File: config.mk
export PLATFORM = sky130hd
export DESIGN_NAME = dv_prep
export DESIGN_NICKNAME = d
export VERILOG_FILES = /design/src/hw/rtl/divider_64bit_signed_unsigned_assert.svh /design/src/hw/rtl/dv_pkg.sv /design/src/hw/rtl/dv_prep.sv
export SDC_FILE = /design/constraint.sdc
export NUM_CORES = 1
export LEC_CHECK = 0
export BUFFER_PORTS_ARGS = -buffer_cell sky130_fd_sc_hd__buf_2
export CAP_MARGIN = 0
export CORE_UTILIZATION = 35
export CTS_CLUSTER_SIZE = 14
export DETAILED_ROUTE_END_ITERATION = 12
export PLACE_DENSITY_LB_ADDON = 0.08
export RECOVER_POWER = 100
export SLEW_MARGIN = 20
export SYNTH_ARGS = -nofsm -noshare
export SYNTH_HDL_FRONTEND = slang
export SYNTH_SLANG_ARGS = --single-unit
File: constraint.sdc
create_clock -name aclk -period 5.85 [get_ports aclk]
set_clock_uncertainty 0.2 [all_clocks]
set_input_delay 1.17 -clock aclk [delete_from_list [all_inputs] [get_ports aclk]]
set_output_delay 1.17 -clock aclk [all_outputs]
set_load 0.02 [all_outputs]
File: src/hw/rtl/divider_64bit_signed_unsigned_assert.svh
// ---------------------------------------------------------------------------
// Divider assertion macros
// Shorthand for the concurrent checks at the end of the divider top level.
// ---------------------------------------------------------------------------
`ifndef DIVIDER_64BIT_SIGNED_UNSIGNED_ASSERT_SVH
`define DIVIDER_64BIT_SIGNED_UNSIGNED_ASSERT_SVH

// same-cycle implication, quiet during reset
`define DV_ASSERT_IMPL(label, clk, rstn, ante, cons, msg) \
    label: assert property (@(posedge clk) disable iff (!rstn) (ante) |-> (cons)) \
        else $error(msg);

// next-cycle implication, also checked through reset
`define DV_ASSERT_NEXT(label, clk, ante, cons, msg) \
    label: assert property (@(posedge clk) (ante) |=> (cons)) \
        else $error(msg);

`endif

File: src/hw/rtl/dv_pkg.sv
// ---------------------------------------------------------------------------
// Divider package
// Widths, action codes and the record handed along the divider pipeline.
// ---------------------------------------------------------------------------
package dv_pkg;

    localparam int unsigned DV_WIDTH  = 64;
    localparam int unsigned DV_STEPS  = DV_WIDTH;
    localparam int unsigned DV_ACT_W  = 2;

    typedef enum logic [DV_ACT_W-1:0] {
        ACT_UQUO = 2'd0,
        ACT_UREM = 2'd1,
        ACT_SQUO = 2'd2,
        ACT_NONE = 2'd3
    } dv_action_t;

    typedef struct packed {
        dv_action_t action;
        logic       flip;
    } dv_ctl_t;

    // pn: partial remainder in the upper half, dividend bits then quotient bits below
    typedef struct packed {
        logic [2*DV_WIDTH-1:0] pn;
        logic [DV_WIDTH-1:0]   den;
        dv_ctl_t               ctl;
    } dv_data_t;

endpackage

File: src/hw/rtl/dv_prep.sv
// ---------------------------------------------------------------------------
// Divider operand stage
// Takes operand magnitudes for signed requests and loads the first record.
// ---------------------------------------------------------------------------
module dv_prep (
    input  logic                          aclk,
    input  logic                          aresetn,
    input  logic                          in_valid,
    output logic                          in_ready,
    input  logic [dv_pkg::DV_ACT_W-1:0]   in_action,
    input  logic [dv_pkg::DV_WIDTH-1:0]   in_num,
    input  logic [dv_pkg::DV_WIDTH-1:0]   in_den,
    output logic                          out_valid,
    input  logic                          out_ready,
    output dv_pkg::dv_data_t              out_data
);
    import dv_pkg::*;

    logic                valid_reg;
    dv_data_t            data_reg;
    dv_data_t            data_next;
    logic                is_signed;
    logic [DV_WIDTH-1:0] num_mag;
    logic [DV_WIDTH-1:0] den_mag;

    always_comb begin
        is_signed = (dv_action_t'(in_action) == ACT_SQUO);
        num_mag   = (is_signed && in_num[DV_WIDTH-1]) ? (~in_num + 1'b1) : in_num;
        den_mag   = (is_signed && in_den[DV_WIDTH-1]) ? (~in_den + 1'b1) : in_den;
        data_next.pn         = {{DV_WIDTH{1'b0}}, num_mag};
        data_next.den        = den_mag;
        data_next.ctl.action = dv_action_t'(in_action);
        data_next.ctl.flip   = is_signed && (in_num[DV_WIDTH-1] ^ in_den[DV_WIDTH-1]);
    end

    assign in_ready  = !valid_reg || out_ready;
    assign out_valid = valid_reg;
    assign out_data  = data_reg;

    always_ff @(posedge aclk) begin
        if (!aresetn) begin
            valid_reg <= 1'b0;
        end else if (in_ready) begin
            valid_reg <= in_valid;
        end
    end

    always_ff @(posedge aclk) begin
        if (in_ready && in_valid) begin
            data_reg <= data_next;
        end
    end

endmodule

; ---- Word level (Yosys, flattened, before mapping)
; Cells that the tools add are included.
[totals]
register_bits = 132
input_bits = 134
output_inout_bits = 197
word_cells = 19
[classes]
addsub = 2
eq_ne = 1
n_mux = 2
bitwise = 3
reduce_logical = 6
[op_table]
columns = cell, n
row1 = $add 64x1->64 const B, 2
row2 = $mux 64, 2
row3 = $not 64->64, 2
row4 = $logic_and 1x1->1, 4
row5 = $eq 2x2->1 const B, 1
row6 = $logic_not 1->1, 1
row7 = $logic_or 1x1->1, 1
row8 = $xor 1x1->1, 1

; ---- Depth between registers and ports, before layout
[depth]
ltp_word = 3
mapped_depth = 7
mapped_depth_nobuf = 7

; ---- Worst setup path before layout
; OpenSTA, ideal clock, no wires.
[synth_path]
kind = input to register
startpoint = input out_ready
endpoint = register data_reg (netlist bit out_data[0]) (enable)
setup_time_ns = 0.505
arrival_time_ns = 4.474
t_required_ns = 5.145
setup_slack_ns = 0.671
stages = 2
n_path_buf = 0
cell_sequence = nand2b_1 -> and2_1
[synth_via]
elab_chain_len = 2
[synth_rtl]
columns = element, line
row1 = "start, declared", dv_prep.sv:14  ; input logic out_ready,
row2 = $logic_or 1x1->1, dv_prep.sv:36  ; assign in_ready = !valid_reg || out_ready;
row3 = $logic_and 1x1->1, dv_prep.sv:49  ; if (in_ready && in_valid) begin
row4 = "end signal, assigned", dv_prep.sv:50  ; data_reg <= data_next;
row5 = "end, declared", dv_prep.sv:20  ; dv_data_t data_reg;
; Every way passes these cells.
; A chain may end at the register's enable or synchronous reset.

; ---- Worst setup path after layout
[layout_path]
startpoint = input out_ready
endpoint = register data_reg (netlist bit out_data[120]) (enable)
; The elaborated chain is that of the path after synthesis.

==> results by group <==
Status
  • Status: complete, but fails checks
  • Failing checks: max-capacitance violations, max-slew violations

Layout
  • Antenna diodes: 0
  • Share of cells above drive strength 1: between 10% and 20%
  • Synth-to-layout area growth: 23.1%
  • Final Util: 44.2%
  • Nets: between 1k and 1.5k

Logic synthesis
  • FFs w/ async S/R, synth: 0%
  • Top cells by area, synth: edfxtp_1 (52%), xor2_1 (11%), buf_4 (6.3%)
  • Synth warn: 0
  • Synth top area share: between 50% and 60%
  • Synth Flop Type: edfxtp_1
  • Dominant cell type by area after synthesis: edfxtp_1
  • Avg Cell Area, Syn: 11.3 sq um
  • Register area share after synthesis: 52.2%
  • Mapped Area: 7570 sq um
  • Synthesized instance count: 671
  • #FFs+latches synth: around 130
  • Synth cell count leaders: edfxtp_1 (131), xor2_1 (97), nor2_1 (72)
  • EDFF count, synth: 131
  • Top-count cell post-synth: edfxtp_1
  • Unique cell type count in the Yosys netlist: 41

Die
  • Initial Utilization: a little over a third
  • I/O pins: 331
  • Die Width: between 100 and 150 microns
  • Number of core rows: between 50 and 60
  • DIE HEIGHT: ~150 microns
  • Core area: around 21000 sq um
  • DIE AREA: approximately 22000 sq um

Clock network
  • H-tree depth: 4
  • CTS Hold Buffers Added: 0
  • Total CTS buffers: 17
  • CTS resizes: 0
  • Skew-Pair Late Insertion Delay: 0.42 ns
  • Root Driver: clkbuf_16
  • Clk slew on worst S/H paths: approximately 0.060 ns
  • Post-CTS Setup Bufs: 0
  • Clock buffer depth: 2
  • Clk sinks: 132
  • CTS tree: built

Detailed routing
  • Post-DRT Antenna Nets: 0
  • # DRC: 0
  • Detailed Routing Iterations Pass 1: 5
  • Drt via density: between 4 and 5
  • Average wire per standard cell: 17.1 microns
  • Highest metal used: met4
  • Routed vias: 5978
  • WL met1: 9360 microns
  • Final wirelength: 21100 microns
  • WL met3: 1500 microns
  • Initial DRC Count: 296
  • WL met2: 9790 microns

Timing
  • Worst slew pin tran: 2.37 ns
  • Setup Total Neg Slack: 0 ns
  • RSZ-0062 raised after global routing: no
  • Final setup vio count: 0
  • Final hold vios: 0
  • Final max-slew violation count: approximately 180
  • Final min period: 3.89 ns
  • Fin crit share: 66.6%
  • Max Fclk: around 260 MHz
  • Rel. slew slack: -58.1%

Placed design
  • DP HPWL: 16000 microns
  • RD Place Congestion: 0.817
  • I/O Buffers: around 270

Power and ir drop
  • Pwr/cell area: 272 nW/um^2
  • Peak supply drop: 0.000185 V
  • P_leak: 0.00371 uW

Flow run
  • MaxCap Viol Count: 3

Critical path
  • Worst R2R Setup Slack: 2.47 ns
  • Crit-path cells: buf_2, nand2b_1, and2_4, clkbuf_2
  • Worst setup SP type: input pin
  • CP Max Fanout: 78
  • CP max-delay cell: clkbuf_2
  • Crit path DAT: 3.69 ns
  • CP endpoint kind: flip-flop
  • Worst path max stage delay: roughly 1.5 ns
  • Setup CP Type: input pin to flip-flop
  • Worst path required time: 5.65 ns

GRT
  • Global-route wire length before repair: 31500 microns
  • Initial antenna violation count: 0
  • Vias in the first global route: 5620
  • GRT Resource Usage Total: 18.8%
  • Largest net degree at the start of global routing: 79
  • Gr ovfl total: 0

Hold path
  • Hold Path Class: flip-flop to flip-flop
-- placed cells by master, fill, tap and decap left out, types with 2 or more instances in the layout --
master      instances
conb_1             64
clkinv_2            7
nor2b_1             2
nand4b_1            3
ha_1                2
a21oi_1            37
buf_2             130
and3_1              3
nor4_1             19
o41ai_1             3
a21boi_0            2
or3_1               2
clkbuf_16          17
nand3b_1            2
inv_1              13
nor4_2              3
a41oi_1             3
nand2b_1            6
nor3_1             42
nor3_4              3
o21ai_0            11
nand4_1             5
and2_0              3
nand3_1             8
xnor2_1            26
nand2_1            25
clkbuf_1          140
or4_1               4
o31ai_1             5
xor2_1             97
a31oi_1            38
edfxtp_1          131
nand3_2             2
clkinvlp_4          3
nor4_4              9
nor2_1             72
nand4_4             2
-- metal layers --
layer | GRT usage (%) | vias to the layer above
met4 | 8.27 | 0
met5 | 0 | -
met1 | 25.0 | 2766
met3 | 4.01 | 31
li1 | - | 2893
met2 | 29.5 | 288
-- cell type report --
type                    count  area [sq um]
well taps                 275           344
clock buffers              19           433
multi-input cells         512          3280
flip-flops and latches    132          3950
repair buffers            269          1170
clock inverters            12          91.3
inverters                  13          48.8
fillers                  2168         11800
-- worst max-delay path, delay by kind of cell --
family	cells	cell delay (ns)
and+or+nand+nor	2	0.80
buffers and inverters	2	1.58
-- cell families (layout without fill, tap and decap cells) --
family          Yosys count  after routing  share of synthesized area [%]
other cells               1             64                         0.0495
buf+inv                  90            313                           7.63
simple gates            223            223                           17.7
compound gates          100            100                           7.80
fa+ha+maj                 2              2                          0.330
flops                   132            132                           52.2
xor+xnor                123            123                           14.2
-- where the power goes --
group / leakage [uW] / total [uW] / internal [uW] / switching [uW]
registers: 0.00128 / 1150 / 1140 / 19.5
logic: 0.00218 / 414 / 116 / 298
clock network: 0.000255 / 970 / 573 / 396
total: 0.00371 / 2540 / 1820 / 714
-- per-stage QoR --
stage,cells,area [sq um],worst slack [ns],hold WS (ns),total power [uW]
floorplan,734,7810,0.671,0.550,1460
global placement,1201,8990,2.07,0.419,1600
detailed placement,1201,8990,2.06,0.420,1600
CTS,1232,9520,2.51,0.431,2590
global route,1232,9320,1.71,0.489,2640
finish,1232,9320,1.96,0.412,2540
-- registers in the layout (all words and copies together), names as in the netlist --
register,flops
out_data,131
out_valid,1
-- worst paths after layout --
kind	end	startpoint	cells past startpoint
min	out_valid$_SDFFE_PN0N_	out_valid$_SDFFE_PN0N_	2
max	out_data[120]$_DFFE_PP_	out_ready	4
min reg2reg	out_valid$_SDFFE_PN0N_	out_valid$_SDFFE_PN0N_	2
max reg2reg	out_data[120]$_DFFE_PP_	out_valid$_SDFFE_PN0N_	3
Note: power is estimated with default switching activity, not from simulation.
