## src/hw/rtl/divider_64bit_signed_unsigned_assert.svh

```systemverilog
// ---------------------------------------------------------------------------
// Divider assertion macros
// Shorthand for the concurrent checks at the end of the divider top level.
// ---------------------------------------------------------------------------
`ifndef DIVIDER_64BIT_SIGNED_UNSIGNED_ASSERT_SVH
`define DIVIDER_64BIT_SIGNED_UNSIGNED_ASSERT_SVH

// same-cycle implication, quiet during reset
`define DV_ASSERT_IMPL(label, clk, rstn, ante, cons, msg) \
    label: assert property (@(posedge clk) disable iff (!rstn) (ante) |-> (cons)) \
        else $error(msg);

// next-cycle implication, also checked through reset
`define DV_ASSERT_NEXT(label, clk, ante, cons, msg) \
    label: assert property (@(posedge clk) (ante) |=> (cons)) \
        else $error(msg);

`endif

```

## src/hw/rtl/dv_pkg.sv

```systemverilog
// ---------------------------------------------------------------------------
// Divider package
// Widths, action codes and the record handed along the divider pipeline.
// ---------------------------------------------------------------------------
package dv_pkg;

    localparam int unsigned DV_WIDTH  = 64;
    localparam int unsigned DV_STEPS  = DV_WIDTH;
    localparam int unsigned DV_ACT_W  = 2;

    typedef enum logic [DV_ACT_W-1:0] {
        ACT_UQUO = 2'd0,
        ACT_UREM = 2'd1,
        ACT_SQUO = 2'd2,
        ACT_NONE = 2'd3
    } dv_action_t;

    typedef struct packed {
        dv_action_t action;
        logic       flip;
    } dv_ctl_t;

    // pn: partial remainder in the upper half, dividend bits then quotient bits below
    typedef struct packed {
        logic [2*DV_WIDTH-1:0] pn;
        logic [DV_WIDTH-1:0]   den;
        dv_ctl_t               ctl;
    } dv_data_t;

endpackage

```

## src/hw/rtl/dv_cell.sv

```systemverilog
// ---------------------------------------------------------------------------
// Divider cell
// One restoring shift-subtract step: retires one quotient bit per request.
// ---------------------------------------------------------------------------
module dv_cell (
    input  logic             aclk,
    input  logic             aresetn,
    input  logic             in_valid,
    output logic             in_ready,
    input  dv_pkg::dv_data_t in_data,
    output logic             out_valid,
    input  logic             out_ready,
    output dv_pkg::dv_data_t out_data
);
    import dv_pkg::*;

    logic                valid_reg;
    dv_data_t            data_reg;
    dv_data_t            data_next;
    logic                top;
    logic [DV_WIDTH-1:0] part;
    logic [DV_WIDTH:0]   diff;
    logic                ge;

    always_comb begin
        top  = in_data.pn[2*DV_WIDTH-1];
        part = in_data.pn[2*DV_WIDTH-2:DV_WIDTH-1];
        diff = {top, part} - {1'b0, in_data.den};
        ge   = !diff[DV_WIDTH];
        data_next.pn  = {(ge ? diff[DV_WIDTH-1:0] : part), in_data.pn[DV_WIDTH-2:0], ge};
        data_next.den = in_data.den;
        data_next.ctl = in_data.ctl;
    end

    assign in_ready  = !valid_reg || out_ready;
    assign out_valid = valid_reg;
    assign out_data  = data_reg;

    always_ff @(posedge aclk) begin
        if (!aresetn) begin
            valid_reg <= 1'b0;
        end else if (in_ready) begin
            valid_reg <= in_valid;
        end
    end

    always_ff @(posedge aclk) begin
        if (in_ready && in_valid) begin
            data_reg <= data_next;
        end
    end

endmodule

```

## config.mk

```make
export PLATFORM = sky130hd
export DESIGN_NAME = dv_cell
export DESIGN_NICKNAME = d
export VERILOG_FILES = /design/src/hw/rtl/divider_64bit_signed_unsigned_assert.svh /design/src/hw/rtl/dv_pkg.sv /design/src/hw/rtl/dv_cell.sv
export SDC_FILE = /design/constraint.sdc
export NUM_CORES = 1
export LEC_CHECK = 0
export ABC_AREA = 1
export BUFFER_PORTS_ARGS = -buffer_cell sky130_fd_sc_hd__buf_2
export CAP_MARGIN = 20
export CORE_AREA = 4 4 160 162
export CTS_CLUSTER_SIZE = 12
export DETAILED_ROUTE_END_ITERATION = 8
export DIE_AREA = 0 0 164 166
export PLACE_DENSITY = 0.84
export SETUP_SLACK_MARGIN = 0.05
export SYNTH_ARGS = -nofsm -noshare
export SYNTH_HDL_FRONTEND = slang
export SYNTH_SLANG_ARGS = --single-unit
```

## constraint.sdc

```tcl
create_clock -name aclk -period 18.7 [get_ports aclk]
set_input_delay 2.805 -clock aclk [delete_from_list [all_inputs] [get_ports aclk]]
set_output_delay 2.805 -clock aclk [all_outputs]
set_load 0.01 [all_outputs]
```

Word level (Yosys, flattened, before mapping)
Cells that the tools add are included.
{ "word_totals": {"reg_bits": 196, "output_inout_bits": 197} }
{ "op_classes": {"add_sub_neg": 1, "muxes": 1, "n_reduce_logical": 4} }
{ "op_table": {"columns": ["operator", "count"], "rows": [
  ["65-bit by 64-bit subtractor with 65-bit output", 1],
  ["64-bit two-way mux", 1],
  ["1-bit zero test", 2],
  ["1-bit logical AND", 1],
  ["1-bit logical OR", 1]
]} }

Longest topological paths before layout
Gate-level depths: netlist of the first run.
{ "depth": {"ltp_word": 3, "depth_mapped": 20, "depth_no_buf": 18} }

Least setup slack after synthesis of the first run
OpenSTA, ideal clock, no wires.
{ "synth_timing": {"kind": "input -> register", "from": "in in_valid", "to": "reg data_reg (netlist bit out_data[0]) (enable)", "setup_ns": 0.814, "t_arrival_ns": 12.205, "required_ns": 17.886, "slack_ns": 5.681, "cell_stages": 2, "path_cell_list": "inv_1 a21oi_1"} }
{ "synth_via": {"elab_chain_len": 1} }
{ "synth_rtl": {"columns": ["element", "line", "text"], "rows": [
  ["start, declared", "dv_cell.sv:8", "input logic in_valid,"],
  ["1-bit logical AND", "dv_cell.sv:48", "if (in_ready && in_valid) begin"],
  ["end signal, assigned", "dv_cell.sv:49", "data_reg <= data_next;"],
  ["end, declared", "dv_cell.sv:18", "dv_data_t data_reg;"]
]} }
No other way between the ends.
A chain may end at the register's enable or synchronous reset.

Final worst setup path of the first run
{ "layout_timing": {"from": "in out_ready", "to": "out in_ready"} }
{ "layout_via": {"elab_chain_len": 1} }
{ "layout_rtl": {"columns": ["element", "line", "text"], "rows": [
  ["start, declared", "dv_cell.sv:12", "input logic out_ready,"],
  ["1-bit logical OR", "dv_cell.sv:35", "assign in_ready = !valid_reg || out_ready;"],
  ["end, declared", "dv_cell.sv:9", "output logic in_ready,"]
]} }
No other way between the ends.

==> results, run 1 <==
- Clock skew on the completed layout was measured at 15.2 ps.
- The part of the cycle the worst path needs is 32.3%.
- The endpoint type of the worst setup path is an output port.
- Wires add up to 46600 um.
- The required time at the endpoint of the critical path is 15890 ps.
- The synthesized netlist devotes 2.69% of its cell area to compound gates.
- The initial antenna violation count came to 0.
- The post-synthesis to final-layout area growth is 22.0%.
- Of the total power, combinational logic draws 27.0%.
- The die area is 27200 sq um.
- The share of post-route cells with drive strength above 1 is 21.3%.
- The signal on the critical path passes through buf_2 -> inv_1 -> nand2_1 -> buf_2.
- The overall fraction of global-route tracks in use is 33.6%.
- The analysis attributes to cell leakage a power of 9.10 nW.
- The power share of the sequential group is 42.7%.
- The routed layout has 13000 vias.
- After clock tree synthesis, the clock-pin slew on the worst setup and hold paths is 90 ps.
- At the end of routability-driven placement, the weighted congestion stood at 0.954.
- The routed wirelength normalized by instance count is 18.3 um.
- The DRC marker count from the first detailed-route iteration is 1076.
- The floorplan has 57 rows.
- The number of routed nets with antenna violations is 0.
- Counting stages on the worst path, the most repeated cell is buf_2.
- The time the worst path needs with I/O delays and setup is 6040 ps.
- Headroom to the max-slew limit came out at 39.1%.
- Buffers added to address setup during post-CTS repair amount to 0.
- The run finished with clean final reports.
- The setup TNS is 0 ps.
- For this run, the leading register cell type out of synthesis is edfxtp_1.
- The leading cell type by number of instances after synthesis is nand2_1.
- The number of port buffers is 395.
- The final net count is 2478.
- Measured along the x axis, the die boundary spans 164 um.
- The clock net in this run drives a total of 196 sinks.
- The finished layout holds 2551 standard cells, fillers aside.
- The tree is rooted in a clkbuf_16.
- In this run the count of I/O pins placed on the die edge is 396.
- The remaining routing DRC violations is 0.
- For this configuration, the core starts out at a cell density of 54.5%.
- The number of global-route vias before repair is 12800.
- The hold buffer count at cts is 0.
- In the synthesized netlist, the number of instances is 1809.
- The number of placed cells counting well taps is 2519.
- Before antenna repair, the detailed router went through 7 iterations.
- The share of cell area taken by muxes after synthesis is 0%.
- The Yosys step of the flow raised 0 warnings.
- For this run, the slowest stage of the critical path takes 140 ps.
- The path class of the tightest hold or removal check is register to register.
- Net switching is 34.8% of the power.
- The H-tree generated during clock tree synthesis spans 4 levels.
- The power per cell area is 78.9 nW/um^2.
- The number of nets in the synthesized netlist is 2073.
- The sum of buffers and inverters on the critical path is 3.
- At the pin with the least slew margin, the transition time is 914 ps.
- The highest clock frequency the design can meet is 0.166 GHz.
- After Yosys synthesis, XOR and XNOR cells account for 2.07% of the synthesized area.
- The critical setup path kind is input pin to output port.
- The reported max-cap violation count is 0.
- The final count of pins violating max slew is 0.
- The category of cells accounting for the largest share of critical-path delay is buffers and inverters.
- The biggest area consumer among synthesized cells is edfxtp_1.
- Cell internal power was estimated by the tool at 0.824 mW.
- The hold violation count in the final report is 0.
- A synthesized cell averages 7.26 sq um.
- At the worst endpoint, the arrival time is 3230 ps.
- The post-synthesis sequential area ratio is 44.7%.
- TritonCTS created 17 clock buffers.
- In the synthesized netlist the async set-or-reset flop fraction comes to 0%.
- In this run, synthesis produced a sequential element count of 196.
- For the worst-skew pair, the clock arrives at the later sink with an insertion delay of 440 ps.
- Once detailed placement completed, the half-perimeter wirelength came to 38600 um.
- In this run the cell area of the synthesized design comes to 13100 sq um.
- The count of instances resized after the clock tree is built is 0.
- The critical path startpoint category is an input pin.
- TritonCTS built the clock tree.
- The cell type of the slowest stage on the worst timing path is buf_2.
- The number of distinct library cell variants in the gate-level netlist after synthesis is 33.
- The first global-routing pass estimated 70200 um of wire.
- The maximum count of clock buffers along a single path is 2.
- Entering global routing, the biggest net connects 70 pins.
- The arithmetic-cell share of the synthesized area counting full adders, half adders and majority gates is 6.25%.
- The number of antenna cells inserted is 0.
- In this run the worst path has a maximum fanout of 2.
- The maximum ir drop on the vdd rail is 0.0649 mV.
- The region available for standard cell placement spans 24100 sq um.
- The clock network is responsible for 30.3% of the overall power.
- Cells fill 66.5% of the core in the end.
- Setup repair after global routing left no endpoint under its margin.
- Using the TritonRoute via totals, the vias-per-cell ratio works out to 5.11.
- Global routing finished with a remaining overflow of 0.
- The share of the synthesized area in the top cell type is 44.6%.
- The largest family of logic cells by synthesized area is simple AND/OR/NAND/NOR gates.
- The count of flip-flops with a built-in enable after synthesis is 195.
- The die span in y is 166 um.
- The switching power is 0.441 mW.
- Of the total synthesized cell area, the portion taken by AND, OR, NAND and NOR gates is 31.9%.
- In the post-synthesis netlist, the biggest area contributors are edfxtp_1 45%, nand2_1 23%, inv_1 11%, ha_1 6.1%, nor2_1 2.9%.
- Sorting the synthesized cells by how often they occur yields 794 x nand2_1, 391 x inv_1, 195 x edfxtp_1.
- The count of endpoints failing setup in the final report is 0.
-- state kept, by name, summed over array words and instances (netlist names) --
register	flops
out_valid	1
out_data	195
-- worst min-delay path: cells and delay by family, from the launching register on --
family	cells	cell delay, ps
flip-flops	1	360
AND/OR/NAND/NOR	1	100
AO/OA/AOI/OAI	1	110
-- layer usage --
metal	routed length (um)	track usage, %	share of wire, %	vias to the layer above
met5	0	0	0	-
met4	1490	9.45	3.2	0
met3	3740	6.38	8.0	110
met2	23500	60.4	50	676
met1	17900	40.8	38	5904
li1	-	-	-	6341
-- through the flow --
step	setup slack [ps]	hold slack (ps)	area (sq um)	power (mW)
floorplan	5680	595	13100	0.768
global route	12640	640	16000	1.33
global placement	12680	541	15400	0.875
finish	12660	623	16000	1.26
CTS	12660	619	16000	1.26
detailed placement	12660	606	15400	0.887
-- layout make-up --
type / instances / area, sq um
Multi-Input combinational cell: 1204 / 5650
Timing Repair Buffer: 399 / 2010
Sequential cell: 196 / 5880
Clock buffer: 18 / 429
Fill cell: 2078 / 8080
Clock inverter: 14 / 175
Inverter: 396 / 1490
Tap cell: 324 / 405
-- cells in the final DEF, fill, tap and decap left out, types with 2 or more instances in the layout --
cell type,n
nor2_1,102
nand2_1,794
buf_2,395
inv_6,4
nand2_2,29
nor4_1,3
inv_1,391
inv_2,4
inv_8,3
buf_4,4
nand3_1,68
nand4_1,19
nor2_2,7
a21oi_1,52
edfxtp_1,195
ha_1,64
and3_1,2
o21bai_1,8
xor2_1,30
nor3_1,12
clkbuf_16,17
clkinv_8,5
o21ai_0,4
-- power by group through the flow --
stage	logic (mW)	clock network, mW	registers [mW]
3_5_place_dp	0.337	0	0.550
2_1_floorplan	0.192	0	0.576
3_3_place_gp	0.326	0	0.548
5_1_grt	0.376	0.409	0.543
6_report	0.342	0.383	0.540
4_1_cts	0.339	0.385	0.540
-- cells by family (layout without fill, tap and decap cells) --
kind of cell,Yosys count,count (layout)
AO/OA/AOI/OAI,66,66
adder cells (fa/ha/maj),65,65
AND/OR/NAND/NOR,1042,1042
buffers and inverters,409,827
XOR/XNOR,31,31
flip-flops,196,196
-- final timing paths --
kind | startpoint | endpoint | slack (ps) | cells past startpoint
hold reg to reg | out_valid | out_valid | 620 | 2
setup / recovery | out_ready | in_ready | 12660 | 4
hold / removal | out_valid | out_valid | 620 | 2
setup reg to reg | out_valid | out_data[50] | 16300 | 3
Power figures use the tool's default switching activity.
==> inputs of run 2 (changes only) <==
--- a/config.mk
+++ b/config.mk
@@ -8,11 +8,11 @@
 export ABC_AREA = 1
 export BUFFER_PORTS_ARGS = -buffer_cell sky130_fd_sc_hd__buf_2
 export CAP_MARGIN = 20
-export CORE_AREA = 4 4 160 162
+export CORE_AREA = 4 4 163 165
 export CTS_CLUSTER_SIZE = 12
 export DETAILED_ROUTE_END_ITERATION = 8
-export DIE_AREA = 0 0 164 166
-export PLACE_DENSITY = 0.84
+export DIE_AREA = 0 0 167 169
+export PLACE_DENSITY = 0.81
 export SETUP_SLACK_MARGIN = 0.05
 export SYNTH_ARGS = -nofsm -noshare
 export SYNTH_HDL_FRONTEND = slang
==> constraint.sdc (replaced) <==
create_clock -name aclk -period 6.2 [get_ports aclk]
set_input_delay 0.93 -clock aclk [delete_from_list [all_inputs] [get_ports aclk]]
set_output_delay 0.93 -clock aclk [all_outputs]
set_load 0.01 [all_outputs]
==> results, run 2 (synthesis gave the netlist of run 1 again) <==
- Counting the buffers created by CTS gives 17.
- The min-delay analysis places its worst path in the category register to register.
- The filler cell count in the final layout is 2236.
- The number of standard cells in the final layout excluding fillers is 2557.
- The capturing instance or port of the critical path is out_data[164].
- In this run switching power makes up 35.2% of total power.
- The register-to-register setup slack is 4530 ps.
- Leaving out fill and tap cells, the most frequent cell in the layout is nand2_1.
- The time the worst path needs with I/O delays and setup is 3900 ps.
- The initialized floorplan defines 58 standard-cell rows.
- The DRC marker count from the first detailed-route iteration is 1217.
- For this design, the sink count on the clock tree is 196.
- In this run the standard cell core region covers 25000 sq um.
- For the final routed database, the setup TNS stands at 0 ps.
- The worst register-to-register path begins at out_valid.
- The flow ran to the end, and the final reports show no timing, DRC or antenna violations.
- The clock root buffer master is clkbuf_16.
- Across the run, the number of max-cap violations was 0.
- The setup fix buffers added after clock tree synthesis is 0.
- Dividing total power by cell area gives a power density of 240 nW/um^2.
- Wires add up to 47200 um.
- The area growth from synthesis to layout is 22.1%.
- The slew at the pin closest to its max-slew limit is 957 ps.
- Setup violations remaining at the end of the flow were counted as 0.
- In this run the power spent charging and discharging nets is 1.36 mW.
- The final count of pins violating max slew was 0.
- The most critical setup path has its startpoint at in_data[130].
- The maximum fanout encountered on the critical timing path is 40.
- The number of global-route vias before repair is 12700.
- Clock-pin slew was measured on the worst setup and hold paths at 80 ps.
- The final net count is 2478.
- The number of routed nets with antenna violations is 0.
- The number of antenna cells inserted is 0.
- Timing would allow up to 0.257 GHz.
- In the layout the commonest cells are 794 x nand2_1, 395 x buf_2, 391 x inv_1, 195 x edfxtp_1, 102 x nor2_1.
- The leakage dissipation is 9.11 nW.
- The routed layout has 13000 vias.
- Setup repair after global routing left no endpoint under its margin.
- The maximum count of clock buffers along a single path is 2.
- Cells with a size suffix above 1 make up 21.4% of the layout.
- After clock tree synthesis, the flow added hold-fix buffers numbering 0.
- After detailed routing, the number of remaining DRC violations is 0.
- Once placement completed, the tool counted placed cells totaling 2525.
- The maximum number of pins on one net before global-route repair is 68.
- The global placer's final weighted congestion is 1.03.
- The count of instances resized after the clock tree is built is 0.
- The headroom to the max-slew limit is 36.0%.
- The worst register-to-register path ends at out_data[187].
- In the final routed layout, each cell accounts on average for 18.5 um.
- The critical setup path kind is input pin to register.
- The number of port buffers is 395.
- The die span in y is 169 um.
- After legalization and detailed placement, the total HPWL measured 39200 um.
- Global routing finished with a remaining overflow of 0.
- The global-route wire length before repair is 70800 um.
- The x dimension of the die is 167 um.
- The start point of the worst min-delay path is out_valid.
- The critical path startpoint category is an input pin.
- The mean number of vias per cell is 5.08.
- The first TritonRoute pass finished after 7 iterations.
- The die area is 28200 sq um.
- The internal portion of total power is 2.49 mW.
- The share of total power dissipated in combinational logic is 26.7%.
- The maximum ir drop on the vdd rail is 0.168 mV.
- During I/O placement, the number of pins put on the boundary was 396.
- The setup skew after layout is 13.0 ps.
- The overall fraction of global-route tracks in use is 32.4%.
- The endpoint type of the worst setup path is a register.
- TritonCTS built the clock tree.
- The initial antenna violation count is 1.
- The maximum level of the CTS H-tree is 4.
- The count of cells along the worst register-to-register path is 2.
- In the finished design, the share of the clock period the worst path needs comes to 62.8%.
- The post-layout utilization of the core is 64.1%.
- The clock network fraction of design power is 31.0%.
- The hold violation count in the final report is 0.
- On the final layout, the worst hold slack is 622 ps.
- The initial utilization of the core area, before any placement, comes to 52.5%.
- At the worst endpoint, the arrival time is 4190 ps.
- At the worst endpoint, the required time is 6500 ps.
- Clock latency on the worst-skew pair, taken at its later pin, is 450 ps.
- The number of flip-flops under the largest register name is 195.
- Of the total power, registers draw 42.3%.
run 2: cell types whose count changed in the layout (fill, tap and decap cells not counted):
| cell | previous run | this run |
|---|---|---|
| clkbuf_1 | 1 | 0 |
| inv_12 | 1 | 3 |
| clkinv_2 | 0 | 1 |
| clkinv_4 | 1 | 0 |
| inv_8 | 3 | 2 |
run 2: final cells by class:
| cell class | count | area [sq um] | area share [%] |
|---|---|---|---|
| flip-flops and latches | 196 | 5880 | 36.6 |
| multi-input cells | 1204 | 5650 | 35.2 |
| repair buffers | 399 | 2010 | 12.5 |
| inverters | 396 | 1490 | 9.26 |
| clock buffers | 17 | 425 | 2.65 |
| well taps | 330 | 413 | 2.57 |
| clock inverters | 15 | 193 | 1.20 |
run 2: per-stage QoR:
| stage | total power, mW | worst slack, ps | cell area (sq um) |
|---|---|---|---|
| after floorplan | 2.30 | 1490 | 13200 |
| after global placement | 2.64 | 2080 | 15400 |
| after detailed placement | 2.67 | 1940 | 15400 |
| after CTS | 3.84 | 2390 | 16100 |
| after global routing | 4.02 | 2130 | 16100 |
| final | 3.85 | 2300 | 16100 |
run 2: critical path: stages:
cell and delay (ps):
buf_2 90, inv_1 40, ha_1 200, fa_1 430, inv_1 90, nand2_1 50, nand2_1 60, nand3_1 70
nand2_2 140, nand2_1 90, nand2_2 130, nand2_1 80, nand2_2 130, nand2_2 100, nand2_2 100, nand2_2 60
nand2_2 690, buf_4 490, nand2_1 90, nand2_1 100
run 2: how the worst min path moves through the flow:
stage	end	slack, ps	cells after the start
2_1_floorplan	out_valid	630	2
3_3_place_gp	out_valid	540	2
3_5_place_dp	out_valid	610	2
4_1_cts	out_valid	630	2
5_1_grt	out_data[75]	630	1
6_report	out_valid	620	2
run 2: power by group through the flow:
stage / Combinational, mW / Clock [mW] / Sequential [mW]
floorplan: 0.578 / 0 / 1.72
global placement: 0.990 / 0 / 1.65
detailed placement: 1.01 / 0 / 1.66
CTS: 1.02 / 1.19 / 1.63
global route: 1.13 / 1.25 / 1.64
finish: 1.03 / 1.19 / 1.63
run 2: layer usage:
layer  track usage, %  up-vias  routed length (um)
met2             58.0      595               23300
met5                0        -                  11
met1             39.9     5979               18700
li1                 -     6332                   -
met4             9.82        2                1490
met3             6.10       81                3720
