**config.mk**
```make
export PLATFORM = sky130hd
export DESIGN_NAME = dv_post
export DESIGN_NICKNAME = d
export VERILOG_FILES = /design/src/hw/rtl/divider_64bit_signed_unsigned_assert.svh /design/src/hw/rtl/dv_pkg.sv /design/src/hw/rtl/dv_post.sv
export SDC_FILE = /design/constraint.sdc
export NUM_CORES = 1
export LEC_CHECK = 0
export ABC_AREA = 1
export BUFFER_PORTS_ARGS = -buffer_cell sky130_fd_sc_hd__buf_4
export CAP_MARGIN = 15
export CELL_PAD_IN_SITES_DETAIL_PLACEMENT = 1
export CELL_PAD_IN_SITES_GLOBAL_PLACEMENT = 2
export CORE_MARGIN = 2
export CORE_UTILIZATION = 22
export CTS_BUF_LIST = sky130_fd_sc_hd__clkbuf_8
export DETAILED_ROUTE_END_ITERATION = 7
export PLACE_DENSITY = 0.81
export SETUP_SLACK_MARGIN = 0.5
export SLEW_MARGIN = 20
export SYNTH_ARGS = -nofsm -noshare
export SYNTH_HDL_FRONTEND = slang
export SYNTH_SLANG_ARGS = --single-unit
```
**constraint.sdc**
```tcl
create_clock -name aclk -period 3.9 [get_ports aclk]
set_input_delay 0.195 -clock aclk [delete_from_list [all_inputs] [get_ports aclk]]
set_output_delay 0.195 -clock aclk [all_outputs]
set_load 0.005 [all_outputs]
```
**src/hw/rtl/divider_64bit_signed_unsigned_assert.svh**
```systemverilog
// ---------------------------------------------------------------------------
// Divider assertion macros
// Shorthand for the concurrent checks at the end of the divider top level.
// ---------------------------------------------------------------------------
`ifndef DIVIDER_64BIT_SIGNED_UNSIGNED_ASSERT_SVH
`define DIVIDER_64BIT_SIGNED_UNSIGNED_ASSERT_SVH

// same-cycle implication, quiet during reset
`define DV_ASSERT_IMPL(label, clk, rstn, ante, cons, msg) \
    label: assert property (@(posedge clk) disable iff (!rstn) (ante) |-> (cons)) \
        else $error(msg);

// next-cycle implication, also checked through reset
`define DV_ASSERT_NEXT(label, clk, ante, cons, msg) \
    label: assert property (@(posedge clk) (ante) |=> (cons)) \
        else $error(msg);

`endif

```
**src/hw/rtl/dv_pkg.sv**
```systemverilog
// ---------------------------------------------------------------------------
// Divider package
// Widths, action codes and the record handed along the divider pipeline.
// ---------------------------------------------------------------------------
package dv_pkg;

    localparam int unsigned DV_WIDTH  = 64;
    localparam int unsigned DV_STEPS  = DV_WIDTH;
    localparam int unsigned DV_ACT_W  = 2;

    typedef enum logic [DV_ACT_W-1:0] {
        ACT_UQUO = 2'd0,
        ACT_UREM = 2'd1,
        ACT_SQUO = 2'd2,
        ACT_NONE = 2'd3
    } dv_action_t;

    typedef struct packed {
        dv_action_t action;
        logic       flip;
    } dv_ctl_t;

    // pn: partial remainder in the upper half, dividend bits then quotient bits below
    typedef struct packed {
        logic [2*DV_WIDTH-1:0] pn;
        logic [DV_WIDTH-1:0]   den;
        dv_ctl_t               ctl;
    } dv_data_t;

endpackage

```
**src/hw/rtl/dv_post.sv**
```systemverilog
// ---------------------------------------------------------------------------
// Divider result stage
// Picks quotient or remainder, applies the sign and holds the result.
// ---------------------------------------------------------------------------
module dv_post (
    input  logic                        aclk,
    input  logic                        aresetn,
    input  logic                        in_valid,
    output logic                        in_ready,
    input  dv_pkg::dv_data_t            in_data,
    output logic                        out_valid,
    input  logic                        out_ready,
    output logic [dv_pkg::DV_WIDTH-1:0] out_result
);
    import dv_pkg::*;

    logic                valid_reg;
    logic [DV_WIDTH-1:0] result_reg;
    logic [DV_WIDTH-1:0] result_next;
    logic [DV_WIDTH-1:0] quo;
    logic [DV_WIDTH-1:0] rem;

    always_comb begin
        quo = in_data.pn[DV_WIDTH-1:0];
        rem = in_data.pn[2*DV_WIDTH-1:DV_WIDTH];
        case (in_data.ctl.action)
            ACT_UQUO: begin
                result_next = quo;
            end
            ACT_UREM: begin
                result_next = rem;
            end
            ACT_SQUO: begin
                result_next = in_data.ctl.flip ? (~quo + 1'b1) : quo;
            end
            default: begin
                result_next = '0;
            end
        endcase
    end

    assign in_ready   = !valid_reg || out_ready;
    assign out_valid  = valid_reg;
    assign out_result = result_reg;

    always_ff @(posedge aclk) begin
        if (!aresetn) begin
            valid_reg <= 1'b0;
        end else if (in_ready) begin
            valid_reg <= in_valid;
        end
    end

    always_ff @(posedge aclk) begin
        if (in_ready && in_valid) begin
            result_reg <= result_next;
        end
    end

endmodule

```
# Word level (Yosys, flattened, before mapping)
# Index checks and enable logic that the tools add are counted.
dict set report op_classes {
  addsub 1
  reduce_logical 4
  n_eq_ne 2
  bitwise 1
  mux 2
}
# operator count
set ops {}
lappend ops {{case mux 64 bit (3 select lines)} 1}
lappend ops {{adder 64 x 1 -> 64 bit, second input constant} 1}
lappend ops {{2-to-1 mux 64 bit} 1}
lappend ops {{NOT 64 bit} 1}
lappend ops {{== test 2 x 1 -> 1 bit, second input constant} 1}
lappend ops {{== test 2 bit, second input constant} 1}
lappend ops {{logical NOT 2 bit} 1}
lappend ops {{logical AND 1 bit} 1}
lappend ops {{logical NOT 1 bit} 1}
lappend ops {{logical OR 1 bit} 1}
dict set report word_totals {
  regBits 65
  word_cells 12
}

# Longest topological paths before layout
# Gate-level depths: netlist of run 1.
dict set report depth {
  depth_word 4
  ltp_mapped 11
}

# Worst setup path before layout of run 1
# No wires, ideal clock.
dict set report synth_path {
  kind {reg-to-reg}
  startpoint {reg valid_reg, in the netlist out_valid}
  endpoint {reg result_reg[0], in the netlist out_result[0], enable pin}
  n_path_buf 0
  arrival_time_ps 3461
  required_ps 3393
  synth_period_minus_slack_ps 3968
  setup_slack_ps -68
  stages_incl_launch_ff 2
  cell_sequence {dfxtp_1 a21oi_1}
}
dict set report synth_between {
  elab_chain_cells 3
}
# item line
set synth_rtl {}
lappend synth_rtl {{start, declared} dv_post.sv:17} ;# logic valid_reg;
lappend synth_rtl {{start signal, assigned} dv_post.sv:50} ;# valid_reg <= in_valid;
lappend synth_rtl {{logical NOT 1 bit} dv_post.sv:42} ;# assign in_ready = !valid_reg || out_ready;
lappend synth_rtl {{logical OR 1 bit} dv_post.sv:42}
lappend synth_rtl {{logical AND 1 bit} dv_post.sv:55} ;# if (in_ready && in_valid) begin
lappend synth_rtl {{end signal, assigned} dv_post.sv:56} ;# result_reg <= result_next;
lappend synth_rtl {{end, declared} dv_post.sv:18} ;# logic [DV_WIDTH-1:0] result_reg;
# Every way passes these cells.
# A chain may end at the register's enable or synchronous reset.

# Worst setup path in the final report of run 1
dict set report layout_path {
  startpoint {in in_data[67] (netlist name)}
  endpoint {reg result_reg[34], in the netlist out_result[34] (data pin)}
}
dict set report layout_between {
  elab_chain_cells 4
}
# item line
set layout_rtl {}
lappend layout_rtl {{start, declared} dv_post.sv:10} ;# input dv_pkg::dv_data_t in_data,
lappend layout_rtl {{NOT 64 bit} dv_post.sv:34} ;# result_next = in_data.ctl.flip ? (~quo + 1'b1) : quo;
lappend layout_rtl {{adder 64 x 1 -> 64 bit} dv_post.sv:34}
lappend layout_rtl {{2-to-1 mux 64 bit} dv_post.sv:34}
lappend layout_rtl {{case mux 64 bit (3 select lines)} dv_post.sv:26} ;# case (in_data.ctl.action)
lappend layout_rtl {{net result_next[34]} dv_post.sv:19} ;# logic [DV_WIDTH-1:0] result_next;
# The timed path passes the listed nets, and every way through them passes these cells.

==> results.md, run 1 <==
* Status: completed
* Largest cells by area after synthesis: edfxtp_1, nand2_1, nand3_1, nor2_1, inv_1
* Drt total wl at 24300 um
* Max Slew Vio Count at 0
* Worst setup margin at 2130 ps
* CP required at approximately 4000 ps
* Syn Nets at around 1100
* PwrDens at around 250 nW/um2
* Crit-path leading delay family: simple AND/OR/NAND/NOR gates
* All-layer global routing usage at 18.4%
* ANT cells at 0
* Register area at 1940 um2
* Maximum VDD drop at approximately 0.12 mV
* HP Class: input pin to flop
* Synth Cell Area at 5540 um2
* Top FF cell, synth: edfxtp_1
* Antenna violations before repair at 0
* Largest net degree at the start of global routing at 65
* # hold bufs at CTS at 0
* Crit share post-route at 45.3%
* Worst path max stage delay at 260 ps
* Final ANT Viol Nets at 0
* Critical path type: input pin to flop
* Worst EP arrival at 1890 ps
* Worst-path clk slew at approximately 70 ps
* Final GP Congestion at 0.865
* Resize count post-CTS at 0
* Hold Fails Final Rpt at 0
* Die Wd at approximately 160 um
* Most used cell, CP: nand2_1
* Initial Util at between 20% and 30%
* First-pass GRT wire length at 36900 um
* Worst-margin pin slew at 939 ps
* CTS tree: done
* Crit path capture type: flop
* Die height at 163 um
* Clock Latency Late Sink at 380 ps
* Top-count cell post-synth: nand2_1
* Total power at just under 2 mW
* Postcts setup bufs at 0
* H-tree depth at 3
* Sequential area share after synthesis at a little over a third
* DP HPWL at 19200 um
* Synth area leader: edfxtp_1
* DRC Markers at 0
* Clk_skew at 9.86 ps
* Type of origin of the critical path: input pin
* Setup violations, final at 0
* Synth cell count leaders: nand2_1, nand3_1, nor2_1
* CTS buffer count at 9
* Mapped Cells at around 850
* Via count at 6343
* Warnings from Yosys at 0
* Longest Clk Path Bufs at 2
* Layout Nets at around 1200
* Dpl cells at 1363
* Core area at roughly 25000 um2
* Min Hold Slack at just under 90 ps
* P&R area growth vs syn at 36.5%
* Drt first pass iters at 6
* DP Worst Slack at 1620 ps
* Post-synth top area share at 34.7%
* Row count at 58
* Bufs and invs on worst path at 2
* Worst-path cell chain: buf_4, inv_1, ha_1, nand2_1, nor2_1, nand3_2, nor2_1, nand2_1, nand2_1, nand2_1, nand3_1, nand3_1
* Rel. slew slack at 37.4%
* Fraction of layout cells with a size suffix above 1 at 25.5%
* Slowest cell on crit path: ha_1
* Synth async-reset ratio at 0%
* RSZ-0062 raised after global routing: no
* Area occupied by multi-input gates at approximately 3200 um2
* EDFF count, synth at 64
* Fill cell total of the finished layout at 3227
* Synth Register Bits at 65
* Max Clk Rate at between 500 and 600 MHz
* P_leak at between 3 and 4 nW
* Unique masters post-synth at 31
* DR WL/cell at 17.6 um
* Max cap viols at 0
* Sum Neg Setup Slack at 0 ps
* Post-layout utilization of the core at a little under a third
* Input/output buffers at 200
* Full die area at 26500 um2
* Crit Path Max Fanout at 4
* Vias in the first global route at 6363
* Filler-free cell count of the finished design at approximately 1400
* Boundary pin count at 265
* Syn Area/Cell at 6.49 um2
* Grt total ovfl at 0
* Area post-placement at roughly 7400 um2
* Vias per cell at 4.60
* Final Cell Area at 7560 um2
* Final Critical Period at 1770 ps
* Clock sink count at between 60 and 70
* Clock root buffer: clkbuf_8
* Initial DRC count at around 380
-- kinds of logic (layout without fill, tap and decap cells) --
family | after synthesis | in the layout | synth area share, %
fa+ha+maj | 1 | 1 | 0.226
simple gates | 588 | 588 | 46.8
flops | 65 | 65 | 35.1
compound gates | 86 | 86 | 9.94
buf+inv | 113 | 309 | 7.97
-- worst paths after layout --
check                                  from             end  slack [ps]  depth (start not counted)
worst min register to register    out_valid       out_valid         590                          2
worst max-delay path            in_data[67]  out_result[34]        2130                         12
worst min-delay path                aresetn       out_valid          90                          2
worst max register to register    out_valid  out_result[58]        2250                          2
-- where the power goes --
part | switching (mW) | internal, mW
clock network | 0.297 | 0.218
logic | 0.311 | 0.243
registers | 0.0171 | 0.842
total | 0.624 | 1.30
-- worst register-to-register path, stage by stage, from the launching register on --
cell	delay (ps)
dfxtp_1	360
a21oi_4	150
buf_4	710
-- layout by cell type, fill, tap and decap left out, drive strengths merged --
cell / count
nand4: 11
or2: 1
a21oi: 8
o21bai: 8
ha: 1
nand3: 128
edfxtp: 64
a21boi: 1
and2: 2
buf: 208
nand2: 311
o21ai: 44
o211ai: 21
o221ai: 4
inv: 87
clkbuf: 9
nand3b: 4
clkinv: 5
nor3: 1
nor2: 130
dfxtp: 1
-- layer usage --
layer	global-route usage (%)	wire length (um)	up-vias
li1	-	-	3180
met1	25.5	11600	2971
met2	29.2	10900	160
met3	3.31	1330	32
met4	5.79	480	0
met5	0	0	-
-- registers in the layout, summed over array words and instances, names as in the netlist --
signal,count
out_valid,1
out_result,64
-- final cells by class --
| cell class | count | share of cell area, % |
|---|---|---|
| multi-input combinational | 675 | 42.0 |
| sequential | 65 | 25.7 |
| tap | 330 | 5.46 |
| inverter | 85 | 4.22 |
| timing repair buffer | 208 | 20.6 |
| clock inverter | 7 | 0.397 |
| clock buffer | 9 | 1.64 |
Note: power is estimated with default switching activity, not from simulation.
==> inputs of run 2 (changes only) <==
--- a/config.mk
+++ b/config.mk
@@ -11,10 +11,10 @@
 export CELL_PAD_IN_SITES_DETAIL_PLACEMENT = 1
 export CELL_PAD_IN_SITES_GLOBAL_PLACEMENT = 2
 export CORE_MARGIN = 2
-export CORE_UTILIZATION = 22
+export CORE_UTILIZATION = 24
 export CTS_BUF_LIST = sky130_fd_sc_hd__clkbuf_8
 export DETAILED_ROUTE_END_ITERATION = 7
-export PLACE_DENSITY = 0.81
+export PLACE_DENSITY = 0.84
 export SETUP_SLACK_MARGIN = 0.5
 export SLEW_MARGIN = 20
 export SYNTH_ARGS = -nofsm -noshare
==> constraint.sdc (replaced) <==
create_clock -name aclk -period 1.7 [get_ports aclk]
set_input_delay 0.085 -clock aclk [delete_from_list [all_inputs] [get_ports aclk]]
set_output_delay 0.085 -clock aclk [all_outputs]
set_load 0.005 [all_outputs]
==> run 2 against run 1 <==
  * Count of clock-buffer cells in the layout unchanged
  * First-iteration DRC count down 10%
  * Register-to-register slack worse by 1700 ps
  * Routed wire length up 2.2%
  * Clock skew down 3.2 ps
  * Sequential share of layout area down 2.4 points
  * Global-route usage up 1.7 points
  * Clock power up 120%
  * Via count up 3.2%
  * Flip-flop and latch count unchanged
==> results.md, run 2 (same netlist as run 1, synthesis figures left out) <==
* Status: completed
* P_leak at 3.63 nW (+8.7%)
* Critical path type: input pin to flop
* Full die area at 24300 um2 (-8.1%)
* Critical R2R Launch: out_valid
* PwrDens at 546 nW/um2 (+110%)
* Metal1 wirelength at 11600 um (+0.28%)
* Die Wd at 156 um (-4.2%)
* Crit. Startpoint: in_data[68]
* Input/output buffers at 200 (unchanged)
* Clock root buffer: clkbuf_8
* Fraction of layout cells with a size suffix above 1 at 34.0% (+8.6 points)
* Commonest non-fill, non-tap cell in the layout: nand2_1
* Crit Path Max Fanout at 7 (+3)
* Max cap viols at 0 (unchanged)
* Layout Nets at 1286 (+3.4%)
* Worst-path clk slew at 80 ps (about the same)
* Crit path capture type: flop
* Core area at 22600 um2 (-9.3%)
* DR WL/cell at 18.1 um (+2.6%)
* Commonest cells after routing, fill and taps aside: nand2_1, buf_4, nand3_1
* Clock Latency Late Sink at 380 ps (about the same)
* DP HPWL at 18800 um (-2.2%)
* Worst-margin pin slew at 385 ps (-555 ps)
* Antenna violations before repair at 0 (unchanged)
* Worst EP arrival at 1330 ps (-560 ps)
* H-tree depth at 3 (unchanged)
* Sum Neg Setup Slack at 0 ps (unchanged)
* P&R area growth vs syn at 51.0%
* Met2 wire length at 11600 um (+6.3%)
* First-pass GRT wire length at 37400 um (+1.5%)
* Clk_skew at 6.66 ps (-3.20 ps)
* Initial Util at 24.5% (+2.3 points)
* Hold path startpoint: in_data[135]
* CTS tree: done
* Max Clk Rate at a little over 800 MHz
* Drt first pass iters at 4 (-2)
* Die height at 156 um (-4.2%)
* CP required at 1800 ps (-2220 ps)
* Largest net degree at the start of global routing at 64 (-1.5%)
* Via count at 6544 (+3.2%)
* Vias per cell at 4.77 (+3.6%)
* Initial DRC count at 341 (-10%)
* Worst setup margin at 475 ps (-1660 ps)
* HP Class: input pin to flop
* All-layer global routing usage at 20.1% (+1.7 points)
* Longest Clk Path Bufs at 2 (unchanged)
* Final GP Congestion at 0.830 (-4.1%)
* Final ANT Viol Nets at 0 (unchanged)
* ANT cells at 0 (unchanged)
* Metal3 WL at 1110 um (-17%)
* Clock sink count at 65 (unchanged)
* DRC Markers at 0 (unchanged)
* Hold Fails Final Rpt at 0 (unchanged)
* Row count at 55 (-5.2%)
* CTS buffer count at 9 (unchanged)
* Max Slew Vio Count at 0 (unchanged)
* Crit share post-route at 72.1%
* Max reg flops at 64 (unchanged)
* Setup violations, final at 0 (unchanged)
* Maximum VDD drop at 0.213 mV (+84%)
* Drt total wl at 24800 um (+2.2%)
* DP Worst Slack at 34.1 ps (-1590 ps)
* Final Critical Period at 1230 ps
* Grt total ovfl at 0 (unchanged)
* Highest Signal Layer: met4
* Vias in the first global route at 6766 (+6.3%)
* Rel. slew slack at 74.3% (+37 points)
* RSZ-0062 raised after global routing: yes
* Boundary pin count at 265 (unchanged)
* Type of origin of the critical path: input pin
## run 2: changes by cell type in the layout (fill, tap and decap cells not counted), moves of 3 or more
cell / previous run / this run
buf_12: 0 / 7
buf_4: 208 / 225
dlygate4sd3_1: 0 / 13
inv_1: 83 / 79
nand2_1: 296 / 283
nand2_2: 12 / 21
nand2_4: 3 / 7
nand3_1: 122 / 111
nand3_2: 5 / 13
nand3_4: 1 / 4
nor2_1: 113 / 70
nor2_2: 9 / 36
nor2_4: 7 / 23
## run 2: critical path: stages
cell and delay [ps]:
buf_8 110, clkinv_4 40, ha_4 140, nand3_4 100, nor2_4 180, nand2_4 90
o21ai_4 290, nand2_1 90, nand3_1 70, o211ai_1 120
## run 2: metrics by stage
stage	util [%]	cell area (um2)	cells	power (mW)	hold slack, ps
6_report	36.9	8360	1373	4.57	14.9
5_1_grt	36.9	8360	1373	4.81	27.4
4_1_cts	35.2	7970	1359	4.53	0.809
3_5_place_dp	33.5	7590	1332	3.32	352
3_3_place_gp	33.5	7590	1332	3.30	346
2_1_floorplan	-	5610	853	2.57	231
## run 2: final timing paths
kind | cells past startpoint | endpoint | slack [ps]
max | 10 | out_result[24] | 470
min | 3 | out_result[4] | 10
max reg2reg | 3 | out_result[22] | 540
min reg2reg | 2 | out_valid | 530
## run 2: timing repair
item | CTS | global route
hold buffers | 13 | 0
endpoints found under the hold margin | 13 | 0
setup buffers | 0 | 12
gates cloned | 1 | 2
resized for setup | 22 | 75
endpoints found under the setup margin | 70 | 93
pin swaps | 3 | 29
## run 2: power by group
| part | total (mW) | switching, mW | leakage [nW] | internal, mW |
|---|---|---|---|---|
| combinational | 1.45 | 0.781 | 2.91 | 0.668 |
| clock | 1.15 | 0.665 | 0.0808 | 0.488 |
| sequential | 1.97 | 0.0406 | 0.643 | 1.93 |
## run 2: metal layers
metal  vias to the layer above  track usage [%]
li1                       3266                -
met1                      3110             27.2
met2                       142             33.2
met3                        26             2.72
met4                         0             6.51
met5                         -                0
## run 2: layout make-up
type,count,area (um2)
well taps,285,357
multi-input cells,675,3530
inverters,85,329
fillers,2842,14300
repair buffers,250,2060
clock inverters,4,16.3
clock buffers,9,124
flip-flops and latches,65,1940
==> inputs of run 3 (changes only) <==
--- a/config.mk
+++ b/config.mk
@@ -11,10 +11,10 @@
 export CELL_PAD_IN_SITES_DETAIL_PLACEMENT = 1
 export CELL_PAD_IN_SITES_GLOBAL_PLACEMENT = 2
 export CORE_MARGIN = 2
-export CORE_UTILIZATION = 24
+export CORE_UTILIZATION = 22
 export CTS_BUF_LIST = sky130_fd_sc_hd__clkbuf_8
 export DETAILED_ROUTE_END_ITERATION = 7
-export PLACE_DENSITY = 0.84
+export PLACE_DENSITY = 0.81
 export SETUP_SLACK_MARGIN = 0.5
 export SLEW_MARGIN = 20
 export SYNTH_ARGS = -nofsm -noshare
==> constraint.sdc (replaced) <==
create_clock -name aclk -period 1.1 [get_ports aclk]
set_input_delay 0.055 -clock aclk [delete_from_list [all_inputs] [get_ports aclk]]
set_output_delay 0.055 -clock aclk [all_outputs]
set_load 0.005 [all_outputs]
==> run 3 against run 2 <==
  * The run now ends with negative hold slack, negative setup slack left
  * Global-route usage up 1.3 points
  * Sequential share of layout area down 6.6 points
  * Utilization up 10 points
  * Cell area up 40%
  * Count of clock-buffer cells in the layout unchanged
  * Register-to-register slack worse by 660 ps
  * Worst hold slack worse by 44 ps
  * Combinational power up 140%
  * Worst setup slack worse by 770 ps
  * Final cell count up 17%
  * Critical path type unchanged
  * Critical endpoint unchanged
==> results.md, run 3 (same netlist as run 1, synthesis figures left out) <==
* Clk_skew at 10.9 ps (+4.26 ps)
* PwrDens at 757 nW/um2 (+39%)
* Critical path type: input pin to flop
* Min Hold Slack at -28.8 ps (-43.7 ps)
* Die height at 163 um (+4.3%)
* DP HPWL at 22200 um (+18%)
* Max cap viols at 0 (unchanged)
* Worst setup margin at -295 ps (-770 ps)
* Final GP Congestion at 0.857 (+3.2%)
* Commonest cells after routing, fill and taps aside: buf_4, nand2_1, buf_6
* Core area at 25000 um2 (+10%)
* Commonest non-fill, non-tap cell in the layout: buf_4
* RSZ-0062 raised after global routing: yes
* Sw Share at 32.5% (about the same)
* Post-layout utilization of the core at 46.9% (+10 points)
* Full die area at 26500 um2 (+8.9%)
* CTS buffer count at 9 (unchanged)
* Row count at 58 (+5.5%)
* Crit Path Max Fanout at 7 (unchanged)
* Status: complete, but fails checks
* Total power at 8.87 mW (+94%)
* Clock Latency Late Sink at 380 ps (about the same)
* Grt total ovfl at 0 (unchanged)
* P_leak at 5.18 nW (+43%)
* Longest Clk Path Bufs at 2 (unchanged)
* Max reg flops at 64 (unchanged)
* # hold bufs at CTS at 1 (-12)
* Drt first pass iters at 5 (+1)
* P&R area growth vs syn at 112%
* Type of origin of the critical path: input pin
* Antenna violations before repair at 2 (+2)
* Failing checks: negative hold slack, negative setup slack
* Via count at 7931 (+21%)
* Clock root buffer: clkbuf_8
* CTS tree: done
* Max Clk Rate at 717 MHz
* Rel. slew slack at 76.8% (+2.5 points)
* Worst EP arrival at 1490 ps (+160 ps)
* Maximum VDD drop at 0.521 mV (+140%)
* Fill cell total of the finished layout at 2949 (+3.8%)
* Hold Fails Final Rpt at 15 (+15)
* Clock sink count at 65 (unchanged)
* Worst-margin pin slew at 346 ps (-38.8 ps)
* HP Class: input pin to flop
* Internal power component at 5.99 mW (+94%)
* Initial Util at 22.2% (-2.3 points)
* Final Cell Area at 11700 um2 (+40%)
* Setup violations, final at 111 (+111)
* Drt total wl at 34400 um (+39%)
* Die Wd at 163 um (+4.3%)
* Crit share post-route at 127%
* Sw Pwr at 2.89 mW (+94%)
* Initial DRC count at 437 (+28%)
* Input/output buffers at 200 (unchanged)
* Worst-path clk slew at 80 ps (about the same)
* Layout Nets at 1475 (+15%)
* All-layer global routing usage at 21.5% (+1.3 points)
* Final Critical Period at roughly 1400 ps
* H-tree depth at 3 (unchanged)
* CP required at 1190 ps (-610 ps)
* Fraction of layout cells with a size suffix above 1 at 56.6% (+23 points)
* Final ANT Viol Nets at 0 (unchanged)
* Vias in the first global route at 7525 (+11%)
* Vias per cell at 4.92 (+3.3%)
* First-pass GRT wire length at 43000 um (+15%)
* Sequential share of power at 34.9% (-8.2 points)
* Area post-placement at 9190 um2 (+21%)
* Crit path capture type: flop
* DR WL/cell at 21.4 um (+18%)
* Power share of the combinational group at 39.1% (+7.4 points)
* Clock power share at 26.0% (+0.8 points)
* Largest net degree at the start of global routing at 37 (-42%)
* Boundary pin count at 265 (unchanged)
* Max Slew Vio Count at 0 (unchanged)
* DRC Markers at 0 (unchanged)
==> run 3: final cells by class <==
class	instances	area, um2	area share [%]
antenna	2	5.00	0.0427
inverter	85	395	3.37
clock inverter	6	75.1	0.641
clock buffer	9	124	1.06
multi-input combinational	675	4440	37.9
tap	330	413	3.52
sequential	65	1940	16.6
timing repair buffer	439	4320	36.9
==> run 3: worst paths after layout <==
| kind | startpoint | endpoint | slack, ps | cells after the start |
|---|---|---|---|---|
| hold reg to reg | out_valid | out_valid | 630 | 3 |
| setup / recovery | in_data[80] | out_result[24] | -290 | 9 |
| setup reg to reg | out_valid | out_result[23] | -120 | 3 |
| hold / removal | in_data[134] | out_result[3] | -30 | 3 |
==> run 3: per-stage QoR <==
stage	cells	TNS, ps	setup WS, ps
after floorplan	853	-49170	-746
after global placement	1533	-23730	-616
after detailed placement	1533	-25800	-605
after CTS	1569	-3270	-64.0
after global routing	1611	-11730	-302
final	1611	-9320	-295
==> run 3: metal layers <==
metal | global-route usage, % | routed length, um | vias to the layer above
met5 | 0 | 0 | -
met1 | 28.6 | 14400 | 3866
met3 | 3.16 | 1900 | 86
met2 | 36.1 | 16900 | 313
li1 | - | - | 3666
met4 | 6.07 | 1200 | 0
==> run 3: what timing repair did <==
item                                   4_1_cts  5_1_grt
cloned                                       1       16
setup endpoints to repair                  195      194
setup buffers                               19       24
endpoints found under the hold margin       21       11
pin swaps                                   85      109
gates resized for setup                    224      185
==> run 3: critical path, cell delays in order <==
cell	delay [ps]
buf_8	110
nor2_2	220
nand2_1	170
nor2_4	210
nand2_4	100
o21ai_4	300
nand2_1	100
nand3_1	90
o211ai_1	130
==> run 3: power by group through the flow <==
stage | Clock [mW] | Sequential (mW) | Combinational, mW
2_1_floorplan | 0 | 3.12 | 0.949
4_1_cts | 2.32 | 3.08 | 2.87
6_report | 2.30 | 3.10 | 3.47
3_3_place_gp | 0 | 3.12 | 2.52
3_5_place_dp | 0 | 3.11 | 2.58
5_1_grt | 2.42 | 3.12 | 3.66
